==> src/hdl/occupation_string_rank_unrank_assert.svh <==
// ----------------------------------------------------------------------------
// Occupation string rank/unrank assertion macros
// Shared property forms for the rank/unrank block checks.
// ----------------------------------------------------------------------------
`ifndef OCCUPATION_STRING_RANK_UNRANK_ASSERT_SVH
`define OCCUPATION_STRING_RANK_UNRANK_ASSERT_SVH

// same-cycle implication
`define OSRU_ASSERT_IMP(label, clk_sig, rstn_sig, ante, cons) \
	label: assert property (@(posedge clk_sig) disable iff (!rstn_sig) (ante) |-> (cons)) \
		else $error("osru assertion failed");

// next-cycle implication
`define OSRU_ASSERT_NXT(label, clk_sig, rstn_sig, ante, cons) \
	label: assert property (@(posedge clk_sig) disable iff (!rstn_sig) (ante) |=> (cons)) \
		else $error("osru assertion failed");

`endif

==> src/hdl/osru_pkg.sv <==
// ----------------------------------------------------------------------------
// osru_pkg
// Widths, register indexes and cell operation codes of the rank/unrank block.
// ----------------------------------------------------------------------------
`default_nettype none

package osru_pkg;

	localparam int VAL_W     = 30;	// binomial values, ranks
	localparam int OCC_W     = 32;	// occupation string
	localparam int CFG_W     = 6;	// configuration registers
	localparam int REG_IDX_W = 1;

	localparam int DEF_MAX_ORBITALS  = 32;
	localparam int DEF_MAX_ELECTRONS = 32;

	typedef logic [REG_IDX_W-1:0] reg_idx_t;
	localparam reg_idx_t REG_ELECTRONS = 1'b0;
	localparam reg_idx_t REG_ORBITALS  = 1'b1;

	localparam logic OP_RANK   = 1'b0;
	localparam logic OP_UNRANK = 1'b1;

	typedef logic [2:0] cell_op_t;
	localparam cell_op_t CELL_HOLD  = 3'd0;
	localparam cell_op_t CELL_LOAD  = 3'd1;
	localparam cell_op_t CELL_ADD   = 3'd2;	// Pascal row step: own + neighbor
	localparam cell_op_t CELL_SUB   = 3'd3;	// column step down in t, with shift
	localparam cell_op_t CELL_SHIFT = 3'd4;	// take neighbor value

endpackage

`default_nettype wire

==> src/hdl/osru_cell.sv <==
// ----------------------------------------------------------------------------
// osru_cell
// One binomial cell: holds a value that it loads or updates from its upper neighbor.
// ----------------------------------------------------------------------------
`default_nettype none

module osru_cell (
	input  wire                          clk,
	input  wire osru_pkg::cell_op_t      op,
	input  wire [osru_pkg::VAL_W-1:0]    load_val,
	input  wire [osru_pkg::VAL_W-1:0]    next_val,
	output logic [osru_pkg::VAL_W-1:0]   val
);
	import osru_pkg::*;

	logic [VAL_W-1:0] val_q;

	always_ff @(posedge clk) begin
		unique case (op)
			CELL_LOAD:  val_q <= load_val;
			CELL_ADD:   val_q <= val_q + next_val;
			CELL_SUB:   val_q <= val_q - next_val;
			CELL_SHIFT: val_q <= next_val;
			default:    val_q <= val_q;
		endcase
	end

	assign val = val_q;

endmodule

`default_nettype wire

==> src/hdl/osru_chain.sv <==
// ----------------------------------------------------------------------------
// osru_chain
// Row of binomial cells, one per orbital, each fed by its upper neighbor, the top one by top_val.
// ----------------------------------------------------------------------------
`default_nettype none

module osru_chain #(
	parameter int CELLS = osru_pkg::DEF_MAX_ORBITALS
) (
	input  wire                                     clk,
	input  wire osru_pkg::cell_op_t                 op,
	input  wire [CELLS-1:0][osru_pkg::VAL_W-1:0]    load_vals,
	input  wire [osru_pkg::VAL_W-1:0]               top_val,
	output logic [osru_pkg::VAL_W-1:0]              head
);
	import osru_pkg::*;

	logic [CELLS-1:0][VAL_W-1:0] vals;
	logic [CELLS-1:0][VAL_W-1:0] nexts;

	for (genvar i = 0; i < CELLS; i++) begin : g_cell
		if (i == CELLS - 1) begin : g_top
			assign nexts[i] = top_val;
		end else begin : g_mid
			assign nexts[i] = vals[i+1];
		end

		osru_cell u_cell (
			.clk      (clk),
			.op       (op),
			.load_val (load_vals[i]),
			.next_val (nexts[i]),
			.val      (vals[i])
		);
	end

	assign head = vals[0];

endmodule

`default_nettype wire
==> config.mk <==
export PLATFORM = sky130hd
export DESIGN_NAME = osru_chain
export DESIGN_NICKNAME = d
export VERILOG_FILES = /design/src/hdl/occupation_string_rank_unrank_assert.svh /design/src/hdl/osru_pkg.sv /design/src/hdl/osru_cell.sv /design/src/hdl/osru_chain.sv
export SDC_FILE = /design/constraint.sdc
export NUM_CORES = 2
export LEC_CHECK = 0
export BUFFER_PORTS_ARGS = -buffer_cell sky130_fd_sc_hd__buf_2
export CORE_AREA = 2 2 470 472
export DETAILED_ROUTE_END_ITERATION = 8
export DIE_AREA = 0 0 472 474
export GPL_TIMING_DRIVEN = 0
export HOLD_SLACK_MARGIN = 0.02
export PLACE_DENSITY = 0.68
export SLEW_MARGIN = 30
export SYNTH_ARGS = -nofsm -noshare
export SYNTH_HDL_FRONTEND = slang
export SYNTH_SLANG_ARGS = --single-unit
==> constraint.sdc <==
create_clock -name clk -period 131.9 [get_ports clk]
set_clock_uncertainty 0.2 [all_clocks]
set_input_delay 26.38 -clock clk [delete_from_list [all_inputs] [get_ports clk]]
set_output_delay 26.38 -clock clk [all_outputs]
set_load 0.01 [all_outputs]
==> results.cfg <==
[floorplanning]
die_area_mm2 = 0.2237
die_x_um = 472
core-area_mm2 = 0.2187
num_rows = 172
die_h_um = 474
start_util_pct = 47.87
ios = 1024

[yosys]
synth_top_area_cell = edfxtp_1
synth-async-reset-ratio_pct = 0
synth-main-ff-cell = edfxtp_1
netlist_top_cells_area = edfxtp_1 28%, ha_1 11%, xnor2_1 7.1%, o21ai_0 6.7%, xor2_1 6.4%
synth-edff-count = 960
ys_types = 93
syn_inst = 12165
synthSimpleGateAreaFrac_pct = 14.37
yosys_register_bits = 960
syn-cell-area_mm2 = 0.1047
synth_top_family_by_area = compound AO/OA/AOI/OAI gates
synth-xor-area-share_pct = 13.49
syn_area_per_cell_um2 = 8.604
synthMuxAreaShare_pct = 0.3765
synth_seq_area_share_pct = 27.54
synth_compound_area_share_pct = 29.15
synth_nets = 14151
post-synth-top-area-fraction_pct = 27.54
synthAdderAreaFrac_pct = 12.09
ys_warn_count = 0

[grt]
grtUsageTotal_pct = 46.12
grt_overflow = 0
grt_antenna_before_repair = 167
grt_pass1_wl_um = 748700
grt_max_degree = 17
grt_pass1_vias = 104844

[clock_tree]
cts_resized = 0
postCtsHoldBufs = 0
cts_root_buffer = clkbuf_16
clockBufferDepth = 3
htreeDepth = 4
cts_tree = yes
cts_made_buffers = 138
cts.sinks = 960
postCtsSetupRepairBufs = 0
clk_pin_slew_ns = 0.06
clk_latency_ns = 0.85

[route]
drt_iter0_drc = 16016
first_pass_iters = 9
num_vias = 113179
final_antenna_net_count = 0
wirelength_um = 538500
drc_errors = 0
wl_per_cell_um = 32.41
vias_per_cell = 6.811

[timing]
tightestPinTransition_ns = 1.254
whs_ns = 0.4476
setup_violations = 0
post-route-period-util_pct = 25.66
setup_tns_ns = 0
slew_violations = 0
fin_crit_ns = 33.84
fmax_mhz = 29.55
finalHoldViolCount = 0
slew_headroom_pct = 15.79
rsz0062_at_grt = no

[power]
leakage_nw = 50.43
pwr_density_cell_mw_per_mm2 = 15.99
power.internal_mw = 1.060
combPwrFrac_pct = 53.5
switching_share_pct = 45.11
irDropWorstVdd_mv = 0.01370
seqPwrFrac_pct = 26.6
p_sw_mw = 0.8713
power_mw = 1.932
clkPwrFrac_pct = 19.9

[setup_path]
r2r_start = g_cell[24].u_cell.val[3]
startpoint = op[1]
worstPathArrival_ns = 34.19
path_buf_inv = 8
cp-end-kind = flip-flop
cp_slowest_stage_delay_ns = 0.77
cp_slowest_cell = o31ai_1
path_cells = buf_2, nor2b_1, clkbuf_1, nand2_1, clkbuf_4, clkbuf_2, buf_16, clkbuf_2, clkbuf_1, nand2_1, o21ai_0, inv_1, ha_1, nor2b_1, o31ai_1, o211ai_1, o21ai_0, o21ai_0, a31o_2, a221oi_1, o21bai_1, a311oi_1, xor2_1, o21ai_0
r2r_slack_ns = 125.64
worstSetupStartpointType = primary input
worstPathRequired_ns = 132.25
cp.depth = 24
timing.rr.end = g_cell[23].u_cell.val[29]
cpLargestDelayFamily = compound AO/OA/AOI/OAI gates
crit_top_cell = o21ai_0
reg2reg_depth = 17
crit_type = in -> reg
endpoint = g_cell[6].u_cell.val[25]
crit_fanout = 10

[hold_path]
hp-class = reg -> reg

[layout]
layout_commonest_cell = o21ai_0
layout_common_cells = 1409 x o21ai_0, 1035 x buf_2, 960 x ha_1, 960 x edfxtp_1, 909 x a21oi_1
layoutNonFillerInstCount = 16616
largest_reg_flops = 960
nNetsFinal = 15484
fin_area_mm2 = 0.1208
drive_above_1_share_pct = 12.21
syn_to_final_growth_pct = 15.44

[status]
outcome = finished clean

[place]
port_buffers = 1023
dp.cells = 16228
dp_hpwl_um = 433100
placed_area_mm2 = 0.1161
place_congestion = 1.029

[run]
drv_cap = 0
## Yosys cell counts (all sizes together), types with 181 or more instances
cell / number
nor2: 704
o31ai: 181
xnor2: 848
ha: 960
o21ai: 1416
a22oi: 761
inv: 323
edfxtp: 960
clkbuf: 485
nand2: 719
a21o: 446
nor2b: 225
nand2b: 226
xor2: 764
a21oi: 909
nor3: 302
## worst min-delay path, cell delays in order, from the launching register on
cell	delay, ns
edfxtp_1	0.40
a21oi_1	0.07
o21ai_0	0.07
## layout make-up
| cell class | instances | area [um2] |
|---|---|---|
| clock inverters | 74 | 604.3 |
| multi-input cells | 10374 | 72760 |
| flip-flops and latches | 960 | 28830 |
| fillers | 20254 | 97820 |
| clock buffers | 179 | 3735 |
| well taps | 2871 | 3592 |
| repair buffers | 1193 | 7627 |
| plain buffers | 508 | 2135 |
| inverters | 323 | 1212 |
| diodes | 134 | 335.3 |
## metrics by stage
stage          worst slack [ns]  util [%]
2_1_floorplan             54.01         -
3_3_place_gp              23.73     51.86
3_5_place_dp              97.85     53.10
4_1_cts                   98.71     55.09
5_1_grt                   98.23     55.19
6_report                  98.06     55.26
## cells by family (layout without fill, tap and decap cells)
kind of cell	count (synthesis)	after routing
adders and majority gates	992	992
xor gates and xnor gates	1612	1612
buffers and inverters	831	2277
and+or+nand+nor	3002	3002
DFF	960	960
other	0	134
AOI/OAI and AO/OA	4731	4731
muxes	37	37
## power groups by stage
stage | sequential [mW] | combinational (mW) | clock [mW]
6_report | 0.514 | 1.03 | 0.384
5_1_grt | 0.516 | 1.13 | 0.391
2_1_floorplan | 0.523 | 0.748 | 0
3_5_place_dp | 0.513 | 0.995 | 0
3_3_place_gp | 0.599 | 0.966 | 0
4_1_cts | 0.508 | 1.00 | 0.382
## how the worst min path moves through the flow
stage / startpoint / endpoint / slack [ns] / cells after the start
floorplan: g_cell[28].u_cell.val[6] / g_cell[27].u_cell.val[6] / 0.39 / 2
global placement: g_cell[10].u_cell.val[29] / g_cell[9].u_cell.val[29] / 0.44 / 2
detailed placement: g_cell[10].u_cell.val[29] / g_cell[9].u_cell.val[29] / 0.42 / 2
CTS: g_cell[10].u_cell.val[29] / g_cell[9].u_cell.val[29] / 0.45 / 2
global route: g_cell[10].u_cell.val[29] / g_cell[9].u_cell.val[29] / 0.49 / 2
finish: g_cell[10].u_cell.val[29] / g_cell[9].u_cell.val[29] / 0.45 / 2
## layer usage
| layer | vias up | global-route usage [%] | share of wire [%] |
|---|---|---|---|
| met5 | - | 0 | 0.064 |
| met4 | 52 | 35.93 | 8.8 |
| met3 | 1540 | 12.27 | 13 |
| met2 | 7878 | 64.88 | 40 |
| met1 | 54399 | 59.68 | 38 |
| li1 | 49310 | - | - |
Note: power is estimated with default switching activity, not from simulation.
